### src/design/adt_pkg.sv
// ----------------------------------------------------------------------------
// adt_pkg
// Types, codes and constants of the aging device address table.
// ----------------------------------------------------------------------------
package adt_pkg;

   // Table size default and index width (covers up to 64 entries)
   localparam int TABLE_ENTRIES_DEF = 16;
   localparam int IDX_W             = 6;
   localparam logic [7:0] AGE_LIMIT_RESET = 8'd120;
   localparam logic [7:0] AGE_MAX         = 8'hFF;

   // Command codes
   localparam logic [1:0] CMD_LEARN  = 2'd0;
   localparam logic [1:0] CMD_LOOKUP = 2'd1;
   localparam logic [1:0] CMD_TICK   = 2'd2;
   localparam logic [1:0] CMD_CLEAR  = 2'd3;

   // Status codes
   localparam logic [1:0] ST_OK   = 2'd0;
   localparam logic [1:0] ST_MISS = 2'd1;
   localparam logic [1:0] ST_ZERO = 2'd2;

   // Request beat
   typedef struct packed {
      logic [1:0]  cmd;
      logic [15:0] dev_number;
      logic [15:0] net_address;
   } req_type;

   // Response beat
   typedef struct packed {
      logic [1:0]  status;
      logic [15:0] found_address;
   } rsp_type;

   // Operation token walking down the row of cells
   typedef struct packed {
      logic             valid;
      logic [1:0]       cmd;
      logic [15:0]      num;
      logic [15:0]      addr;
      logic             matched;
      logic             free_found;
      logic [IDX_W-1:0] free_idx;
      logic [15:0]      found_addr;
   } token_type;

   // Deferred fill of the lowest free slot after a learn miss
   typedef struct packed {
      logic             en;
      logic [IDX_W-1:0] idx;
      logic [15:0]      num;
      logic [15:0]      addr;
   } fill_type;

endpackage

### src/design/adt_cell.sv
// ----------------------------------------------------------------------------
// adt_cell
// One table slot: holds number, address and age, acts on the passing token
// and hands the token on to the next cell in the following cycle.
// ----------------------------------------------------------------------------
module adt_cell
   import adt_pkg::*;
(
   input  logic             clock,
   input  logic             reset,
   input  logic [IDX_W-1:0] cell_index,
   input  logic [7:0]       age_limit,
   input  token_type        tok_in,
   input  fill_type         fill,
   output token_type        tok_out
);

   logic [15:0] num_ff,  num_in;
   logic [15:0] addr_ff, addr_in;
   logic [7:0]  age_ff,  age_in;
   token_type   tok_ff,  tok_next_in;

   logic        occupied;
   logic        hit;
   logic [7:0]  age_inc;

   assign occupied = (num_ff != 16'd0);
   assign hit      = occupied && (num_ff == tok_in.num);
   assign age_inc  = (age_ff == AGE_MAX) ? AGE_MAX : age_ff + 8'd1;

   // Slot update and token hand-on
   always_comb begin
      num_in      = num_ff;
      addr_in     = addr_ff;
      age_in      = age_ff;
      tok_next_in = tok_in;
      if (tok_in.valid) begin
         case (tok_in.cmd)
            CMD_LEARN: begin
               if (hit) begin
                  addr_in             = tok_in.addr;
                  age_in              = 8'd0;
                  tok_next_in.matched = 1'b1;
               end
               if (!occupied && !tok_in.free_found) begin
                  tok_next_in.free_found = 1'b1;
                  tok_next_in.free_idx   = cell_index;
               end
            end
            CMD_LOOKUP: begin
               if (hit) begin
                  tok_next_in.matched    = 1'b1;
                  tok_next_in.found_addr = addr_ff;
               end
            end
            CMD_TICK: begin
               if (occupied) begin
                  if (age_inc > age_limit) begin
                     num_in  = 16'd0;
                     addr_in = 16'd0;
                     age_in  = 8'd0;
                  end else begin
                     age_in = age_inc;
                  end
               end
            end
            default: begin
               num_in  = 16'd0;
               addr_in = 16'd0;
               age_in  = 8'd0;
            end
         endcase
      end
      // Fill of the lowest free slot, issued once the token has left the row
      if (fill.en && (fill.idx == cell_index)) begin
         num_in  = fill.num;
         addr_in = fill.addr;
         age_in  = 8'd0;
      end
   end

   always_ff @(posedge clock) begin
      if (reset) begin
         num_ff  <= 16'd0;
         addr_ff <= 16'd0;
         age_ff  <= 8'd0;
      end else begin
         num_ff  <= num_in;
         addr_ff <= addr_in;
         age_ff  <= age_in;
      end
   end

   always_ff @(posedge clock) begin
      if (reset) begin
         tok_ff <= '0;
      end else begin
         tok_ff <= tok_next_in;
      end
   end

   assign tok_out = tok_ff;

endmodule

### src/design/aging_device_address_table_core.sv
// ----------------------------------------------------------------------------
// aging_device_address_table_core
// Device number to network address table with per-entry ageing.
// ----------------------------------------------------------------------------
// Each accepted command walks a row of TABLE_ENTRIES slot cells, one cell per
// cycle, and its response strobe is registered from the token leaving the last
// cell; busy drops in the strobe cycle, where the next start is taken, so a new
// command is taken only once the last one is through. The strobe lasts one
// cycle and cannot be held off: capture it when it shows. A learn that misses
// fills the lowest free slot, if any, as the walk ends. The table is empty
// straight out of reset, the age limit reads 120 and csr writes are always
// ready; the user must keep them to an idle block, which is not enforced.
// ----------------------------------------------------------------------------
module aging_device_address_table_core
   import adt_pkg::*;
#(
   parameter int TABLE_ENTRIES = TABLE_ENTRIES_DEF
)
(
   input  logic       clock,
   input  logic       reset,
   input  logic       start,
   output logic       busy,
   input  req_type    req_payload,
   output logic       rsp_strobe,
   output rsp_type    rsp_payload,
   input  logic       csr_valid,
   output logic       csr_ready,
   input  logic [7:0] csr_data
);

   logic       busy_ff;
   logic       rsp_strobe_ff;
   rsp_type    rsp_ff, rsp_in;
   logic [7:0] age_limit_ff;

   token_type  tok [TABLE_ENTRIES+1];
   token_type  tail;
   fill_type   fill;
   logic       accept;

   assign accept    = start && !busy_ff;
   assign csr_ready = 1'b1;

   // Token injected into the first cell on an accepted start beat
   always_comb begin
      tok[0]            = '0;
      tok[0].valid      = accept;
      tok[0].cmd        = req_payload.cmd;
      tok[0].num        = req_payload.dev_number;
      tok[0].addr       = req_payload.net_address;
   end

   // Row of slot cells
   for (genvar k = 0; k < TABLE_ENTRIES; k++) begin : g_cell
      adt_cell u_cell (
         .clock      (clock),
         .reset      (reset),
         .cell_index (IDX_W'(k)),
         .age_limit  (age_limit_ff),
         .tok_in     (tok[k]),
         .fill       (fill),
         .tok_out    (tok[k+1])
      );
   end

   assign tail = tok[TABLE_ENTRIES];

   // Learn miss with room: write the lowest free slot
   always_comb begin
      fill.en   = tail.valid && (tail.cmd == CMD_LEARN) && (tail.num != 16'd0) &&
                  !tail.matched && tail.free_found;
      fill.idx  = tail.free_idx;
      fill.num  = tail.num;
      fill.addr = tail.addr;
   end

   // Response decode from the token leaving the row
   always_comb begin
      rsp_in = '0;
      unique case (tail.cmd)
         CMD_LEARN: begin
            if (tail.num == 16'd0) begin
               rsp_in.status = ST_ZERO;
            end else if (tail.matched || tail.free_found) begin
               rsp_in.status = ST_OK;
            end else begin
               rsp_in.status = ST_MISS;
            end
         end
         CMD_LOOKUP: begin
            if (tail.num == 16'd0) begin
               rsp_in.status = ST_ZERO;
            end else if (tail.matched) begin
               rsp_in.status        = ST_OK;
               rsp_in.found_address = tail.found_addr;
            end else begin
               rsp_in.status = ST_MISS;
            end
         end
         default: begin
            rsp_in.status = ST_OK;
         end
      endcase
   end

   // Control: busy flag, response strobe
   always_ff @(posedge clock) begin
      if (reset) begin
         busy_ff       <= 1'b0;
         rsp_strobe_ff <= 1'b0;
      end else begin
         rsp_strobe_ff <= tail.valid;
         if (accept) begin
            busy_ff <= 1'b1;
         end else if (tail.valid) begin
            busy_ff <= 1'b0;
         end
      end
   end

   // Response payload
   always_ff @(posedge clock) begin
      if (tail.valid) begin
         rsp_ff <= rsp_in;
      end
   end

   // Age limit register
   always_ff @(posedge clock) begin
      if (reset) begin
         age_limit_ff <= AGE_LIMIT_RESET;
      end else if (csr_valid) begin
         age_limit_ff <= csr_data;
      end
   end

   assign busy        = busy_ff;
   assign rsp_strobe  = rsp_strobe_ff;
   assign rsp_payload = rsp_ff;

endmodule

### config.mk
export PLATFORM = sky130hd
export DESIGN_NAME = aging_device_address_table_core
export DESIGN_NICKNAME = d
export VERILOG_FILES = /design/src/design/adt_pkg.sv /design/src/design/adt_cell.sv /design/src/design/aging_device_address_table_core.sv
export SDC_FILE = /design/constraint.sdc
export NUM_CORES = 2
export LEC_CHECK = 0
export BUFFER_PORTS_ARGS = -buffer_cell sky130_fd_sc_hd__buf_2
export CAP_MARGIN = 20
export CORE_ASPECT_RATIO = 0.6
export CORE_MARGIN = 4
export CORE_UTILIZATION = 33
export CTS_CLUSTER_DIAMETER = 40
export DETAILED_ROUTE_END_ITERATION = 6
export GPL_ROUTABILITY_DRIVEN = 0
export MAX_ROUTING_LAYER = met4
export PLACE_DENSITY = 0.58
export SLEW_MARGIN = 20
export SYNTH_ARGS = -nofsm -noshare
export SYNTH_HDL_FRONTEND = slang
export SYNTH_SLANG_ARGS = --single-unit
### constraint.sdc
create_clock -name clock -period 8.1 [get_ports clock]
set_clock_uncertainty 0.05 [all_clocks]
set_input_delay 1.215 -clock clock [delete_from_list [all_inputs] [get_ports clock]]
set_output_delay 1.215 -clock clock [all_outputs]
set_load 0.02 [all_outputs]
## Yosys cells after proc, flatten, opt, wreduce, memory -nomap -nowiden

Index checks and enable logic that the tools add are counted.

| cells by class | value |
|---|---|
| equality and inequality tests | 192 |
| multiplexer cells | 338 |
| bitwise gates (word level) | 22 |
| reduce and logical (&&, ||, !) cells | 222 |
| add/subtract/negate cells | 16 |
| order comparisons | 16 |

Operators by type and width:

| operator | number |
|---|---|
| $mux 16 | 142 |
| $pmux 16 s3 | 16 |
| $mux 8 | 64 |
| $pmux 16 s2 | 16 |
| $pmux 8 s3 | 16 |
| $mux 24 | 15 |
| $reduce_bool 16->1 | 17 |
| $eq 16x16->1 | 16 |
| $mux 7 | 31 |
| $ne 3x1->1 const B | 48 |
| $add 8x1->8 const B | 16 |
| $eq 8x8->1 const B | 16 |
| $gt 8x8->1 | 16 |
| $ne 2x1->1 const B | 64 |
| $reduce_and 4->1 | 32 |
| $reduce_and 5->1 | 16 |
| $reduce_or 2->1 | 32 |
| $logic_and 1x1->1 | 52 |
| $eq 6x4->1 const B | 8 |
| $mux 1 | 35 |
| $eq 2x1->1 const B | 17 |
| $logic_not 2->1 | 17 |
| $reduce_bool 2->1 | 17 |
| $eq 2x2->1 const B | 16 |
| 12 further kinds | 71 |

| word-level totals | value |
|---|---|
| word-level logic and storage cells | 987 |
| output and inout bits | 21 |
| bits of input ports | 46 |
| flip-flop bits (word level) | 1612 |

## Logic depth before layout (Yosys ltp)

| depth | value |
|---|---|
| depth after elaboration | 8 |
| gate-level depth with buffers | 16 |
| gate-level depth less buffers | 15 |

## Modules after synthesis

From an unflattened synthesis, not the netlist that was laid out.

| unflattened totals | value |
|---|---|
| cell total of the unflattened synthesis | 7799 |
| area, all modules | 71892.7 um2 |

Modules (own cells, without submodules):

| module | area an instance (um2) | times used | cells an instance | seq. area each (um2) |
|---|---|---|---|---|
| adt_cell at g_cell[14].u_cell ... | 4435.5 | 11 | 484 | 1981.9 |
| adt_cell at g_cell[10].u_cell ... | 4429.2 | 3 | 484 | 1981.9 |
| adt_cell at g_cell[0].u_cell ... | 4309.1 | 2 | 470 | 1981.9 |
| aging_device_address_table_core | 1196.1 | 1 | 83 | 740.7 |

## Worst setup path after synthesis

OpenSTA, ideal clock, no wires.

| timing path | value |
|---|---|
| kind | reg-to-reg |
| start | reg g_cell[2].u_cell.age_ff[2] |
| end | reg g_cell[2].u_cell.addr_ff[10] |
| cell stages (with the launch flop) | 15 |
| period minus slack after synthesis | 3358 ps |
| data required time | 7918 ps |
| setup time | 132 ps |
| buffers on the path | 1 |
| slack | 4742 ps |
| arrival time | 3177 ps |
| cell sequence | dfxtp_1 and3_1 and2_1 nand4_1 nand2_1 inv_1 ha_1 nand4_1 nor2b_1 a21bo_2 a311oi_1 nor3_2 clkbuf_1 a211oi_1 nor3_1 |

| on the way | value |
|---|---|
| longest elaborated chain between the ends | 5 |
| elaborated cells on any way between the ends | 6 |
| those cells by class | 1 x add/sub; 1 x order compare; 2 x eq/ne; 1 x mux; 1 x reduce/logical |

Ends and longest elaborated chain:

| element | RTL line | source |
|---|---|---|
| start: declaration | adt_cell.sv:20 | `logic [7:0] age_ff, age_in;` |
| start signal: assignment | adt_cell.sv:90 | `age_ff <= age_in;` |
| $add 8x1->8 / $eq 8x8->1 (equally long branches) | adt_cell.sv:29 | `assign age_inc = (age_ff == AGE_MAX) ? AGE_MAX : age_ff + 8'd1;` |
| $mux 8 (*) | adt_cell.sv:29 |  |
| $gt 8x8->1 (*) | adt_cell.sv:58 | `if (age_inc > age_limit) begin` |
| $ne 3x1->1 (no source line) (*) | -- |  |
| $reduce_and 5->1 (no source line) (*) | -- |  |
| end signal: assignment | adt_cell.sv:89 | `addr_ff <= addr_in;` |
| end: declaration | adt_cell.sv:19 | `logic [15:0] addr_ff, addr_in;` |

Mark *: on every way between the ends. The rest lies on a longest branch, timed or not.
A chain may end at the register's enable or synchronous reset.

## Final worst setup path

| timing path | value |
|---|---|
| start | reg g_cell[14].u_cell.age_ff[0] |
| end | reg g_cell[14].u_cell.addr_ff[15] |

| on the way | value |
|---|---|
| longest elaborated chain between the ends | 5 |
| elaborated cells on any way between the ends | 6 |
| those cells by class | 1 x add/sub; 1 x order compare; 2 x eq/ne; 1 x mux; 1 x reduce/logical |

Ends and longest elaborated chain:

| element | RTL line |
|---|---|
| start: declaration | adt_cell.sv:20 |
| start signal: assignment | adt_cell.sv:90 |
| $add 8x1->8 / $eq 8x8->1 (equally long branches) | adt_cell.sv:29 |
| $mux 8 (*) | adt_cell.sv:29 |
| $gt 8x8->1 (*) | adt_cell.sv:58 |
| $ne 3x1->1 (no source line) (*) | -- |
| $reduce_and 5->1 (no source line) (*) | -- |
| end signal: assignment | adt_cell.sv:89 |
| end: declaration | adt_cell.sv:19 |

Marks and branches as above.

==> reports/qor.yml <==
drt:
  routed-via-count: 46846
  drt_iter0_markers: 4516
  remaining_drc_errors: 0
  totalWireLength_mm: 175
  first_pass_iters: 7
  routedWlPerCell_um: 19.0
  avgViaCountPerCell: 5.10
  ant_nets: 0
die:
  die_area_um2: 197000
  die_x_um: 570
  core_um2: 188000
  rows: 123
  start_util: 0.333
  die_h_um: 345
  design.portCount: 67
worst_setup_path:
  cp-end-kind: "register"
  rr_worst_depth: 12
  r2r_slack_ns: 4.03
  r2r-end: "g_cell[14].u_cell.addr_ff[15]$_SDFFE_PP0P_"
  worstPathRequired_ns: 8.71
  start_kind: "register"
  crit_arrival_ns: 4.68
  worstSetupPathType: "register to register"
  r2r-start: "g_cell[14].u_cell.age_ff[0]$_SDFFE_PP0P_"
  critPathMaxFanout: 16
power_and_ir_drop:
  vdd_ir_drop_max_mv: 0.162
  power.leakage_nw: 29.5
  power_frac_comb: 0.023
  p_per_area_nw_per_um2: 218
  p_seq_frac: 0.506
  clkPwrFrac: 0.471
  power.internal_w: 0.0120
  swShare: 0.220
  power_switching_w: 0.00337
cts:
  cts-root-buf: "clkbuf_16"
  clockBufferDepth: 4
  cts.sink_count: 1565
  h-tree-depth: 4
  hold_buffers: 0
  cts_tree: "yes"
  post_cts_buffers: 0
  cts_buffers: 155
  cts_resized: 0
  clkSlewWorstSetupHoldPaths_ns: 0.07
  clkLatencyLatePin_ns: 0.80
timing:
  holdWs_ns: 0.395
  tightest_slew_ns: 1.11
  slew-limit-headroom: 0.251
  hold_violations: 0
  setup_ws_ns: 4.03
  min_period_over_period: 0.503
  slew_viol_final: 0
  setup_viol: 0
  rsz0062_at_grt: "no"
  period_needed_ns: 4.07
  max_freq_mhz: 245
  setup_tns_ns: 0
logic_synthesis:
  synth-seq-cells: 1565
  netlist_instances: 6643
  ys_seq_area_frac: 0.503
  synthTopCellsByArea: "dfxtp_1, nor2b_1, mux2i_1"
  synth_cell_types: 77
  async_reset_ff_frac: 0
  synth_area_um2: 62600
  ys_warn_count: 0
  syn_avg_cell_area_um2: 9.42
  yosysTopAreaCell: "dfxtp_1"
  synth_edf_count: 18
  yosys-top-cells-count: "dfxtp_1, nor2_1, nor2b_1, nand2_1, clkbuf_1"
  synth_top_area_share: 0.495
  synth_nets: 6833
  synth.most_common_cell: "dfxtp_1"
  synthFlopType: "dfxtp_1"
grt:
  use_met1: 0.270
  grt_usage: 0.175
  antenna_found_initial: 2
  use_met2: 0.218
  met3_usage: 0.0500
  overflow: 0
  grt.busiest_layer: "met1"
  grt_pass1_wl_mm: 267
  grt_pass1_vias: 44249
  grt_start_max_net_pins: 98
layout:
  area_growth_pct: 12.6
  fin_cells: 9182
  drive_above_1_share: 0.0879
  fin_nets: 6761
hold_path:
  hold_end: "g_cell[12].u_cell.tok_out[19]$_SDFF_PP0_"
  hold_path_class: "register to register"
  whs_path_depth: 2
  min_from: "g_cell[11].u_cell.tok_out[19]$_SDFF_PP0_"
placed_design:
  portBuffers: 65
  dp.cells: 8914
  pre_cts_ws_ns: 3.95
  hpwlAfterDp_mm: 125
run:
  drv_cap: 0
outcome:
  status: "finished clean"
## cells in the final DEF (no fill, tap or decap), drive strengths merged, types with 17 or more instances in the layout
cell type  instances
o21ai            124
nor4             197
and4              17
nand2b            38
nand4             85
nor3             129
nand2            512
a31oi             20
a211oi           107
a22oi            128
nor2b            596
a21o              20
mux2i            287
o221a             33
xnor2             77
a21oi            329
and3             115
xor2             234
nand3            182
and2              75
o41ai             33
o211ai            20
nor2             736
ha               144
edfxtp            18
a221oi            32
buf              177
inv              121
nor4b             19
a22o             147
clkbuf           210
dfxtp           1547
clkinv            30
## per-layer routing
metal | wire (um) | part of all wire
met5 | 0 | 0
met4 | 3390 | 0.019
met3 | 16400 | 0.094
met2 | 64300 | 0.37
met1 | 90600 | 0.52
## state kept, by name, summed over array words and instances (netlist names)
name and flops:
g_cell.u_cell.tok_out 897, g_cell.u_cell.addr_ff 256, g_cell.u_cell.num_ff 256, g_cell.u_cell.age_ff 128, rsp_payload 18, age_limit_ff 8
busy 1, rsp_strobe 1
## power by group through the flow
| stage | sequential [W] | clock, W | combinational [W] |
|---|---|---|---|
| floorplan | 0.00793 | 0 | 0.000235 |
| global placement | 0.00795 | 0 | 0.000334 |
| detailed placement | 0.00795 | 0 | 0.000344 |
| CTS | 0.00777 | 0.00738 | 0.000345 |
| global route | 0.00777 | 0.00769 | 0.000385 |
| finish | 0.00777 | 0.00723 | 0.000347 |
## critical path, cell delays in order, from the launching register on
cell and delay, ns:
dfxtp_1 0.42, ha_1 0.32, and3_1 0.25, nand3_1 0.22, and2_1 0.26, ha_1 0.18
nor2b_1 0.12, o211ai_1 0.10, a211oi_1 0.49, o211a_1 0.24, a211o_1 0.14, nand3_1 0.60
o221a_2 0.55
## stage by stage
step / power [W] / area, um2 / util
floorplan: 0.00817 / 62600 / -
global placement: 0.00828 / 65300 / 0.347
detailed placement: 0.00829 / 65400 / 0.348
CTS: 0.0155 / 70400 / 0.374
global route: 0.0158 / 70500 / 0.375
finish: 0.0154 / 70500 / 0.375
## cell type report
type	instances	area [um2]
fillers	18722	118000
flip-flops and latches	1565	31500
multi-input cells	4560	29200
clock buffers	210	4380
well taps	2500	3130
repair buffers	177	1180
clock inverters	55	649
inverters	112	420
diodes	3	7.51
## how the worst max path moves through the flow
stage	from	endpoint	slack, ns
global placement	g_cell[13].u_cell.age_ff[0]$_SDFFE_PP0P_	g_cell[13].u_cell.num_ff[2]$_SDFFE_PP0P_	4.06
detailed placement	g_cell[13].u_cell.age_ff[0]$_SDFFE_PP0P_	g_cell[13].u_cell.num_ff[10]$_SDFFE_PP0P_	3.95
finish	g_cell[14].u_cell.age_ff[0]$_SDFFE_PP0P_	g_cell[14].u_cell.addr_ff[15]$_SDFFE_PP0P_	4.03
global route	g_cell[14].u_cell.age_ff[0]$_SDFFE_PP0P_	g_cell[14].u_cell.addr_ff[15]$_SDFFE_PP0P_	3.84
CTS	g_cell[13].u_cell.age_ff[0]$_SDFFE_PP0P_	g_cell[13].u_cell.num_ff[10]$_SDFFE_PP0P_	3.94
floorplan	g_cell[2].u_cell.age_ff[2]$_SDFFE_PP0P_	g_cell[2].u_cell.addr_ff[10]$_SDFFE_PP0P_	4.74
## cell families (layout without fill, tap and decap cells)
group,Yosys count,count (layout),synth area share
buffers and inverters,518,554,0.0334
DFF,1565,1565,0.503
muxes,287,287,0.0459
adders and majority gates,144,144,0.0288
other,1,4,0.0000599
xor gates and xnor gates,311,311,0.0435
and+or+nand+nor,2758,2758,0.225
AOI/OAI and AO/OA,1059,1059,0.119
Power figures use the tool's default switching activity.
